### src/rtl/hsvrgb_pkg.sv
package hsvrgb_pkg;

	localparam int unsigned HUE_W            = 13;
	localparam int unsigned CHAN_W           = 8;
	localparam int unsigned REM_W            = 10;
	localparam int unsigned HUE_PER_SECTOR   = 960;
	localparam int unsigned SECTORS          = 6;
	localparam int unsigned HUE_LIMIT        = HUE_PER_SECTOR * SECTORS;
	localparam int unsigned CHANNEL_BITS_DEF = 8;
	localparam int unsigned QUEUE_DEPTH_DEF  = 4;

	typedef enum logic [2:0] {
		SEC_0 = 3'd0,
		SEC_1 = 3'd1,
		SEC_2 = 3'd2,
		SEC_3 = 3'd3,
		SEC_4 = 3'd4,
		SEC_5 = 3'd5
	} sector_t;

	// One classified pixel as it waits between the front end and the datapath.
	typedef struct packed {
		logic              black;
		sector_t           sector;
		logic [REM_W-1:0]  rem;
		logic [CHAN_W-1:0] sat;
		logic [CHAN_W-1:0] val;
	} job_t;

	typedef struct packed {
		logic push;
		job_t job;
	} push_t;

	typedef struct packed {
		logic avail;
		job_t job;
	} head_t;

endpackage

### src/rtl/hsvrgb_if.sv
interface hsvrgb_in_if;
	import hsvrgb_pkg::*;

	logic              valid;
	logic              ready;
	logic [HUE_W-1:0]  hue;
	logic [CHAN_W-1:0] saturation;
	logic [CHAN_W-1:0] brightness;

	modport source (output valid, hue, saturation, brightness, input ready);
	modport sink (input valid, hue, saturation, brightness, output ready);
endinterface

interface hsvrgb_out_if;
	import hsvrgb_pkg::*;

	logic              valid;
	logic              ready;
	logic [CHAN_W-1:0] red;
	logic [CHAN_W-1:0] green;
	logic [CHAN_W-1:0] blue;

	modport source (output valid, red, green, blue, input ready);
	modport sink (input valid, red, green, blue, output ready);
endinterface

### src/rtl/hsvrgb_front.sv
module hsvrgb_front (
	hsvrgb_in_if.sink          hsv,
	input  logic               full,
	output hsvrgb_pkg::push_t  wr
);
	import hsvrgb_pkg::*;

	logic [HUE_W-1:0] base;
	logic [HUE_W-1:0] offset;

	assign hsv.ready = !full;
	assign offset    = hsv.hue - base;

	// The sector is the last threshold the hue reaches; thresholds are independent compares.
	always_comb begin
		wr.push       = hsv.valid && hsv.ready;
		wr.job.sat    = hsv.saturation;
		wr.job.val    = hsv.brightness;
		wr.job.black  = 1'b0;
		wr.job.sector = SEC_0;
		base          = '0;
		if (hsv.hue >= HUE_W'(HUE_LIMIT)) begin
			wr.job.black = 1'b1;
		end else begin
			for (int k = 1; k < SECTORS; k++) begin
				if (hsv.hue >= HUE_W'(k * HUE_PER_SECTOR)) begin
					wr.job.sector = sector_t'(k);
					base          = HUE_W'(k * HUE_PER_SECTOR);
				end
			end
		end
		wr.job.rem = offset[REM_W-1:0];
	end

endmodule

### src/rtl/hsvrgb_queue.sv
module hsvrgb_queue #(
	parameter int unsigned DEPTH = hsvrgb_pkg::QUEUE_DEPTH_DEF
) (
	input  logic               clk,
	input  logic               arst_n,
	input  hsvrgb_pkg::push_t  wr,
	output logic               full,
	input  logic               pop,
	output hsvrgb_pkg::head_t  head
);
	import hsvrgb_pkg::*;

	localparam int unsigned AW = (DEPTH > 1) ? $clog2(DEPTH) : 1;
	localparam int unsigned CW = $clog2(DEPTH + 1);

	job_t          mem [DEPTH];
	logic [AW-1:0] wr_ptr_q;
	logic [AW-1:0] rd_ptr_q;
	logic [CW-1:0] count_q;
	logic          do_push;
	logic          do_pop;

	assign full       = (count_q == CW'(DEPTH));
	assign head.avail = (count_q != '0);
	assign head.job   = mem[rd_ptr_q];
	assign do_push    = wr.push && !full;
	assign do_pop     = pop && head.avail;

	always_ff @(posedge clk) begin
		if (do_push) begin
			mem[wr_ptr_q] <= wr.job;
		end
	end

	always_ff @(posedge clk or negedge arst_n) begin
		if (!arst_n) begin
			wr_ptr_q <= '0;
			rd_ptr_q <= '0;
			count_q  <= '0;
		end else begin
			if (do_push) begin
				wr_ptr_q <= (wr_ptr_q == AW'(DEPTH - 1)) ? '0 : wr_ptr_q + 1'b1;
			end
			if (do_pop) begin
				rd_ptr_q <= (rd_ptr_q == AW'(DEPTH - 1)) ? '0 : rd_ptr_q + 1'b1;
			end
			if (do_push && !do_pop) begin
				count_q <= count_q + 1'b1;
			end else if (do_pop && !do_push) begin
				count_q <= count_q - 1'b1;
			end
		end
	end

endmodule

### src/rtl/hsvrgb_back.sv
module hsvrgb_back #(
	parameter int unsigned CHANNEL_BITS = hsvrgb_pkg::CHANNEL_BITS_DEF
) (
	input  logic               clk,
	input  logic               arst_n,
	input  hsvrgb_pkg::head_t  head,
	output logic               pop,
	hsvrgb_out_if.source       rgb
);
	import hsvrgb_pkg::*;

	localparam int unsigned CB = CHANNEL_BITS;
	localparam int unsigned VW = (CB < CHAN_W) ? CB : CHAN_W;
	localparam int unsigned DW = CB + REM_W;
	localparam int unsigned NW = VW + DW;
	localparam int unsigned RW = VW + 1;
	localparam logic [CB-1:0] MAXC = {CB{1'b1}};
	localparam logic [DW-1:0] DEN  = DW'(HUE_PER_SECTOR * ((2 ** CB) - 1));
	localparam logic [NW-1:0] HALF = NW'(HUE_PER_SECTOR * ((2 ** CB) - 1) / 2);
	// Reciprocal of the denominator scaled by 2^NW. Every numerator is below 2^NW, so the
	// quotient it estimates is the true one or one less.
	localparam logic [RW-1:0] RECIP = RW'((64'd1 << NW) / 64'(DEN));

	function automatic logic [VW-1:0] quo_est(input logic [NW-1:0] n);
		logic [NW+RW-1:0] prod;
		prod = (NW+RW)'(n) * (NW+RW)'(RECIP);
		return prod[NW +: VW];
	endfunction

	function automatic logic [VW-1:0] quo_fix(input logic [NW-1:0] n, input logic [VW-1:0] qe);
		logic [NW-1:0] r;
		r = n - NW'(qe) * NW'(DEN);
		return (r >= NW'(DEN)) ? qe + 1'b1 : qe;
	endfunction

	logic adv;

	// Stage 1: saturation products and the q/t numerator factors.
	logic                s_in;
	logic [VW-1:0]       sat_in;
	logic [VW+REM_W-1:0] srem;
	logic [VW+REM_W-1:0] scomp;
	logic [REM_W-1:0]    rcomp;

	logic                vld_s1;
	logic                blk_s1;
	sector_t             sec_s1;
	logic [VW-1:0]       val_s1;
	logic [CB-1:0]       ms_s1;
	logic [DW-1:0]       nq_s1;
	logic [DW-1:0]       nt_s1;

	// Stage 2: rounded numerators.
	logic [VW+CB-1:0]    pm;
	logic [NW-1:0]       pm_w;
	logic                vld_s2;
	logic                blk_s2;
	sector_t             sec_s2;
	logic [VW-1:0]       val_s2;
	logic [NW-1:0]       pnum_s2;
	logic [NW-1:0]       qnum_s2;
	logic [NW-1:0]       tnum_s2;

	// Stage 3: quotient estimates.
	logic                vld_s3;
	logic                blk_s3;
	sector_t             sec_s3;
	logic [VW-1:0]       val_s3;
	logic [NW-1:0]       pnum_s3;
	logic [NW-1:0]       qnum_s3;
	logic [NW-1:0]       tnum_s3;
	logic [VW-1:0]       pest_s3;
	logic [VW-1:0]       qest_s3;
	logic [VW-1:0]       test_s3;

	// Stage 4: corrected quotients.
	logic                vld_s4;
	logic                blk_s4;
	sector_t             sec_s4;
	logic [VW-1:0]       val_s4;
	logic [VW-1:0]       pquo_s4;
	logic [VW-1:0]       qquo_s4;
	logic [VW-1:0]       tquo_s4;

	logic                out_vld_q;
	logic [CHAN_W-1:0]   red_q;
	logic [CHAN_W-1:0]   green_q;
	logic [CHAN_W-1:0]   blue_q;
	logic [CHAN_W-1:0]   vv;
	logic [CHAN_W-1:0]   pv;
	logic [CHAN_W-1:0]   qv;
	logic [CHAN_W-1:0]   tv;
	logic [CHAN_W-1:0]   r_nx;
	logic [CHAN_W-1:0]   g_nx;
	logic [CHAN_W-1:0]   b_nx;

	// The whole datapath moves as one; a stalled result freezes every stage.
	assign adv = !out_vld_q || rgb.ready;
	assign pop = adv && head.avail;
	assign s_in = 1'b0;

	assign sat_in = head.job.sat[VW-1:0];
	assign rcomp  = REM_W'(HUE_PER_SECTOR) - head.job.rem;
	assign srem   = (VW+REM_W)'(sat_in) * (VW+REM_W)'(head.job.rem);
	assign scomp  = (VW+REM_W)'(sat_in) * (VW+REM_W)'(rcomp);

	always_ff @(posedge clk) begin
		if (adv) begin
			blk_s1 <= head.job.black;
			sec_s1 <= head.job.sector;
			val_s1 <= head.job.val[VW-1:0];
			ms_s1  <= MAXC - CB'(sat_in);
			nq_s1  <= DEN - DW'(srem);
			nt_s1  <= DEN - DW'(scomp);
		end
	end

	// Stage 2: numerators over the common denominator 960*M, with the rounding half added.
	assign pm   = (VW+CB)'(val_s1) * (VW+CB)'(ms_s1);
	assign pm_w = NW'(pm);

	always_ff @(posedge clk) begin
		if (adv) begin
			blk_s2  <= blk_s1;
			sec_s2  <= sec_s1;
			val_s2  <= val_s1;
			pnum_s2 <= (pm_w << 10) - (pm_w << 6) + HALF;
			qnum_s2 <= NW'(val_s1) * NW'(nq_s1) + HALF;
			tnum_s2 <= NW'(val_s1) * NW'(nt_s1) + HALF;
		end
	end

	always_ff @(posedge clk) begin
		if (adv) begin
			blk_s3  <= blk_s2;
			sec_s3  <= sec_s2;
			val_s3  <= val_s2;
			pnum_s3 <= pnum_s2;
			qnum_s3 <= qnum_s2;
			tnum_s3 <= tnum_s2;
			pest_s3 <= quo_est(pnum_s2);
			qest_s3 <= quo_est(qnum_s2);
			test_s3 <= quo_est(tnum_s2);
		end
	end

	// The remainder left by the estimate tells whether one more denominator fits.
	always_ff @(posedge clk) begin
		if (adv) begin
			blk_s4  <= blk_s3;
			sec_s4  <= sec_s3;
			val_s4  <= val_s3;
			pquo_s4 <= quo_fix(pnum_s3, pest_s3);
			qquo_s4 <= quo_fix(qnum_s3, qest_s3);
			tquo_s4 <= quo_fix(tnum_s3, test_s3);
		end
	end

	always_ff @(posedge clk or negedge arst_n) begin
		if (!arst_n) begin
			vld_s1    <= 1'b0;
			vld_s2    <= 1'b0;
			vld_s3    <= 1'b0;
			vld_s4    <= 1'b0;
			out_vld_q <= 1'b0;
		end else if (adv) begin
			vld_s1    <= pop;
			vld_s2    <= vld_s1;
			vld_s3    <= vld_s2;
			vld_s4    <= vld_s3;
			out_vld_q <= vld_s4;
		end
	end

	assign vv = CHAN_W'(val_s4);
	assign pv = CHAN_W'(pquo_s4);
	assign qv = CHAN_W'(qquo_s4);
	assign tv = CHAN_W'(tquo_s4);

	always_comb begin
		r_nx = '0;
		g_nx = '0;
		b_nx = '0;
		if (!blk_s4) begin
			case (sec_s4)
				SEC_0: begin
					r_nx = vv; g_nx = tv; b_nx = pv;
				end
				SEC_1: begin
					r_nx = qv; g_nx = vv; b_nx = pv;
				end
				SEC_2: begin
					r_nx = pv; g_nx = vv; b_nx = tv;
				end
				SEC_3: begin
					r_nx = pv; g_nx = qv; b_nx = vv;
				end
				SEC_4: begin
					r_nx = tv; g_nx = pv; b_nx = vv;
				end
				SEC_5: begin
					r_nx = vv; g_nx = pv; b_nx = qv;
				end
				default: begin
					r_nx = '0; g_nx = '0; b_nx = '0;
				end
			endcase
		end
	end

	always_ff @(posedge clk) begin
		if (adv) begin
			red_q   <= r_nx;
			green_q <= g_nx;
			blue_q  <= b_nx;
		end
	end

	assign rgb.valid = out_vld_q;
	assign rgb.red   = red_q | CHAN_W'(s_in);
	assign rgb.green = green_q;
	assign rgb.blue  = blue_q;

endmodule

### src/rtl/hsv_to_rgb_converter_unit.sv
// Port    Role    Handshake      Item contents
// hsv     sink    valid/ready    hue (1/16 degree), saturation, brightness
// rgb     source  valid/ready    red, green, blue
//
// Sustained rate is one item per clock cycle while rgb.ready is high.
// From accept, an item passes through the queue, four datapath stages (products,
// numerators, reciprocal estimate of the division by 960*M, remainder correction) and the
// output register.
// Reset clears the queue pointers, the count and the stage valid bits, but no data.
// A stalled result freezes the datapath; the queue then takes up to QUEUE_DEPTH items
// before hsv.ready drops.
module hsv_to_rgb_converter_unit #(
	parameter int unsigned CHANNEL_BITS = hsvrgb_pkg::CHANNEL_BITS_DEF,
	parameter int unsigned QUEUE_DEPTH  = hsvrgb_pkg::QUEUE_DEPTH_DEF
) (
	input  logic          clk,
	input  logic          arst_n,
	hsvrgb_in_if.sink     hsv,
	hsvrgb_out_if.source  rgb
);
	import hsvrgb_pkg::*;

	push_t wr;
	head_t head;
	logic  full;
	logic  pop;

	hsvrgb_front u_front (
		.hsv  (hsv),
		.full (full),
		.wr   (wr)
	);

	hsvrgb_queue #(
		.DEPTH (QUEUE_DEPTH)
	) u_queue (
		.clk    (clk),
		.arst_n (arst_n),
		.wr     (wr),
		.full   (full),
		.pop    (pop),
		.head   (head)
	);

	hsvrgb_back #(
		.CHANNEL_BITS (CHANNEL_BITS)
	) u_back (
		.clk    (clk),
		.arst_n (arst_n),
		.head   (head),
		.pop    (pop),
		.rgb    (rgb)
	);

endmodule

### src/flat_wrapper.sv
// flat-port wrapper written by rule: the top's interface ports become plain ports
module hsv_to_rgb_converter_unit_flat import hsvrgb_pkg::*;
#(
	parameter int unsigned CHANNEL_BITS = hsvrgb_pkg::CHANNEL_BITS_DEF,
	parameter int unsigned QUEUE_DEPTH  = hsvrgb_pkg::QUEUE_DEPTH_DEF
)
  (clk, arst_n, hsv_valid, hsv_hue, hsv_saturation, hsv_brightness, hsv_ready, rgb_valid, rgb_red, rgb_green, rgb_blue, rgb_ready);
  hsvrgb_in_if hsv_i ();
  hsvrgb_out_if rgb_i ();
  input  logic clk;
  input  logic arst_n;
  input wire logic [$bits(hsv_i.valid)-1:0] hsv_valid;
  input wire logic [$bits(hsv_i.hue)-1:0] hsv_hue;
  input wire logic [$bits(hsv_i.saturation)-1:0] hsv_saturation;
  input wire logic [$bits(hsv_i.brightness)-1:0] hsv_brightness;
  output wire logic [$bits(hsv_i.ready)-1:0] hsv_ready;
  output wire logic [$bits(rgb_i.valid)-1:0] rgb_valid;
  output wire logic [$bits(rgb_i.red)-1:0] rgb_red;
  output wire logic [$bits(rgb_i.green)-1:0] rgb_green;
  output wire logic [$bits(rgb_i.blue)-1:0] rgb_blue;
  input wire logic [$bits(rgb_i.ready)-1:0] rgb_ready;
  assign hsv_i.valid = hsv_valid;
  assign hsv_i.hue = hsv_hue;
  assign hsv_i.saturation = hsv_saturation;
  assign hsv_i.brightness = hsv_brightness;
  assign hsv_ready = hsv_i.ready;
  assign rgb_valid = rgb_i.valid;
  assign rgb_red = rgb_i.red;
  assign rgb_green = rgb_i.green;
  assign rgb_blue = rgb_i.blue;
  assign rgb_i.ready = rgb_ready;
  hsv_to_rgb_converter_unit #(.CHANNEL_BITS(CHANNEL_BITS), .QUEUE_DEPTH(QUEUE_DEPTH)) u_core (.clk(clk), .arst_n(arst_n), .hsv(hsv_i), .rgb(rgb_i));
endmodule
### config.mk
export PLATFORM = sky130hd
export DESIGN_NAME = hsv_to_rgb_converter_unit_flat
export DESIGN_NICKNAME = d
export VERILOG_FILES = /design/src/rtl/hsvrgb_pkg.sv /design/src/rtl/hsvrgb_if.sv /design/src/rtl/hsvrgb_front.sv /design/src/rtl/hsvrgb_queue.sv /design/src/rtl/hsvrgb_back.sv /design/src/rtl/hsv_to_rgb_converter_unit.sv /design/src/flat_wrapper.sv
export SDC_FILE = /design/constraint.sdc
export NUM_CORES = 2
export LEC_CHECK = 0
export BUFFER_PORTS_ARGS = -buffer_cell sky130_fd_sc_hd__buf_4
export CORE_AREA = 5 5 297 299
export CTS_CLUSTER_DIAMETER = 50
export DETAILED_ROUTE_END_ITERATION = 12
export DIE_AREA = 0 0 302 304
export PLACE_DENSITY = 0.78
export SLEW_MARGIN = 20
export SYNTH_ARGS = -nofsm -noshare
export SYNTH_HDL_FRONTEND = slang
export SYNTH_HIERARCHICAL = 1
export SYNTH_SLANG_ARGS = --single-unit
### constraint.sdc
create_clock -name clk -period 10.4 [get_ports clk]
set_input_delay 1.56 -clock clk [delete_from_list [all_inputs] [get_ports clk]]
set_output_delay 1.56 -clock clk [all_outputs]
set_load 0.03 [all_outputs]
==> results.json <==
{
  "status": "finished, final reports clean",
  "synth_commonest_cells": "inv_1, ha_1, fa_1, edfxtp_1, nand2_1",
  "finalWirelength_mm": 93.2,
  "cts.sinks": 426,
  "finalHoldViolations": 0,
  "cap_violations": 0,
  "cp_data_arrival_time_ns": 7.61,
  "dp_hpwl_mm": 72.3,
  "via_count": 30700,
  "die_height_um": 304,
  "final_antenna_net_count": 0,
  "ys_seq_area_share_pct": 27.4,
  "n_fill_cell": 6930,
  "io_pins": 59,
  "drc": 0,
  "die_w_um": 302,
  "yosysMostFrequentCell": "inv_1",
  "std_cell_rows": 107,
  "yosysWarnings": 6,
  "relSlewSlack_pct": 26.4,
  "crit_cells": 25,
  "avgSynthCellArea_um2": 10.4,
  "synth_top_area_cell": "edfxtp_1",
  "wl_per_cell_um": 16.4,
  "finalSetupViolCount": 0,
  "holdPathStages": 0,
  "grt_max_degree": 83,
  "cts_tree": "built",
  "path_delay_family": "adder cells",
  "worst_setup_hold_path_clk_slew_ns": 0.06,
  "cts_inserted_buffers": 54,
  "path_buf_inv": 4,
  "port_buffers": 58,
  "antenna_found_initial": 1,
  "synth.top_cell.area_share_pct": 26.8,
  "h-tree-depth": 2,
  "cp_data_required_time_ns": 10.74,
  "rsz0062_at_grt": "false",
  "skew_ns": 0.0313,
  "hold_class": "flop to flop",
  "start_util_pct": 54.7,
  "synth-edff-count": 414,
  "cts_setup_buffers": 0,
  "syn-instance-count": 4457,
  "syn2layout_area_growth_pct": 7.10,
  "tightest_slew_ns": 1.10,
  "path_class": "flop to flop",
  "diodes": 0,
  "period_minus_slack_ns": 7.27,
  "critPathMaxStageDelay_ns": 0.67,
  "finalCritPeriodShare_pct": 69.9,
  "cts_hold_buf": 0,
  "ys_top_cells_by_area": "edfxtp_1, fa_1, ha_1, inv_1, and2_1",
  "reg2reg_depth": 25,
  "cts.path.max_buffers": 3,
  "globalplace.congestion": 0.908,
  "cp-end-kind": "flop",
  "firstDrtPassIters": 5,
  "slowest_stage": "fa_1",
  "critPathLaunchType": "flop",
  "yosys_most_used_dff": "edfxtp_1",
  "clk_latency_ns": 0.61,
  "synthesis.nets": 5656,
  "overflow": 0,
  "first_global_vias": 32400,
  "async_flop_share_pct": 2.82,
  "drt-initial-drc-count": 1833,
  "track_usage_pct": 20.7,
  "via_per_inst": 5.41,
  "maxSlewViolCount": 0,
  "drive_above_1_share_pct": 5.46,
  "die_area_um2": 91800,
  "nets": 5682,
  "setup_tns_ns": 0,
  "cts-root-buf": "clkbuf_16",
  "core_um2": 84900,
  "grt_pass1_wl_mm": 158,
  "synthDistinctLibCells": 100,
  "cts_resized": 0,
  "synth_area_um2": 46400,
  "max_freq_mhz": 138,
  "synth-seq-cells": 426,
  "cp_max_fo": 8
}
==> cell type report <==
cell class,instances,area [um^2],share of cell area (%)
Multi-Input combinational cell,2991,29700,59.6
Clock inverter,40,450,0.906
Sequential cell,426,12700,25.6
Inverter,933,3500,7.04
Tap cell,1144,1430,2.88
Clock buffer,60,1370,2.76
Timing Repair Buffer,77,578,1.16
==> stage by stage <==
stage / area, um^2 / setup slack, ns / utilization [%] / std cells / hold WS [ns]
6_report: 49700 / 3.13 / 58.6 / 5671 / 0.417
5_1_grt: 49700 / 2.62 / 58.6 / 5671 / 0.430
4_1_cts: 49700 / 3.15 / 58.6 / 5671 / 0.419
3_5_place_dp: 47900 / 3.19 / 56.4 / 5571 / 0.405
3_3_place_gp: 47900 / 3.36 / 56.4 / 5571 / 0.400
2_1_floorplan: 46400 / 3.39 / - / 4457 / 0.400
==> final timing paths <==
path                                               startpoint                                      to  slack (ns)
setup / recovery           u_core/u_back/qest_s3[5]$_DFFE_PN_      u_core/u_back/qquo_s4[6]$_DFFE_PN_        3.13
hold / removal              u_core/u_back/val_s2[2]$_DFFE_PN_       u_core/u_back/val_s3[2]$_DFFE_PN_        0.42
setup reg to reg           u_core/u_back/qest_s3[5]$_DFFE_PN_      u_core/u_back/qquo_s4[6]$_DFFE_PN_        3.13
hold reg to reg             u_core/u_back/val_s2[2]$_DFFE_PN_       u_core/u_back/val_s3[2]$_DFFE_PN_        0.42
max in group asynchronous                              arst_n  u_core/u_queue/rd_ptr_q[0]$_DFFE_PN0P_        9.45
min in group asynchronous                              arst_n  u_core/u_queue/rd_ptr_q[1]$_DFFE_PN0P_        0.78
==> registers in the layout (all words and copies together), names as in the netlist, 17 cells and up <==
name,count
u_core/u_back/tnum_s3,20
u_core/u_back/qnum_s3,20
u_core/u_back/pnum_s2,20
u_core/u_back/tnum_s2,25
u_core/u_queue/mem,120
u_core/u_back/pnum_s3,20
u_core/u_back/nq_s1,18
u_core/u_back/qnum_s2,26
u_core/u_back/nt_s1,17
==> cells by family (layout without fill, tap and decap cells) <==
logic type / Yosys count / in the layout / share of synthesized area (%)
flip-flops: 426 / 426 / 27.4
multiplexers: 61 / 61 / 2.17
adder cells (fa/ha/maj): 1167 / 1167 / 39.0
AND/OR/NAND/NOR: 999 / 999 / 10.8
XOR/XNOR: 213 / 213 / 4.10
AO/OA/AOI/OAI: 551 / 551 / 7.79
buffers and inverters: 1040 / 1110 / 8.72
==> worst register-to-register path, cell delays in order, from the launching register on <==
cell and delay, ns:
edfxtp_1 0.52, fa_1 0.67, inv_1 0.09, fa_1 0.53, inv_1 0.05, fa_1 0.52
inv_1 0.05, fa_1 0.52, inv_1 0.04, ha_1 0.31, o21ai_0 0.11, a21boi_0 0.11
o21ai_0 0.26, a21boi_0 0.15, o21ai_0 0.25, nor2b_1 0.20, xor2_1 0.16, ha_1 0.30
a21oi_1 0.17, o22ai_1 0.09, or3_1 0.34, a311oi_1 0.22, o2111a_1 0.22, nor4b_2 0.64
a2111oi_0 0.27, xnor2_1 0.19
==> layout by cell type, fill, tap and decap left out, types with 77 or more instances in the layout <==
master,synthesis,layout
nand2_1,297,297
fa_1,467,467
o21ai_0,88,88
nor2_1,191,190
ha_1,699,699
edfxtp_1,414,414
inv_1,931,931
and2_1,271,271
buf_4,22,77
xnor2_1,134,134
a21oi_1,170,170
==> routing by layer <==
layer  track usage [%]  up-vias  wire (um)
met3              3.00      141       4650
met1              27.7    15100      40600
li1                  -    14700          -
met5                 0        -          0
met4              5.50        0       2390
met2              35.5      649      45500
Power is left out: the tool's default activity adds up to more than one toggle a clock period on the data nets, which glitch-free logic cannot reach.
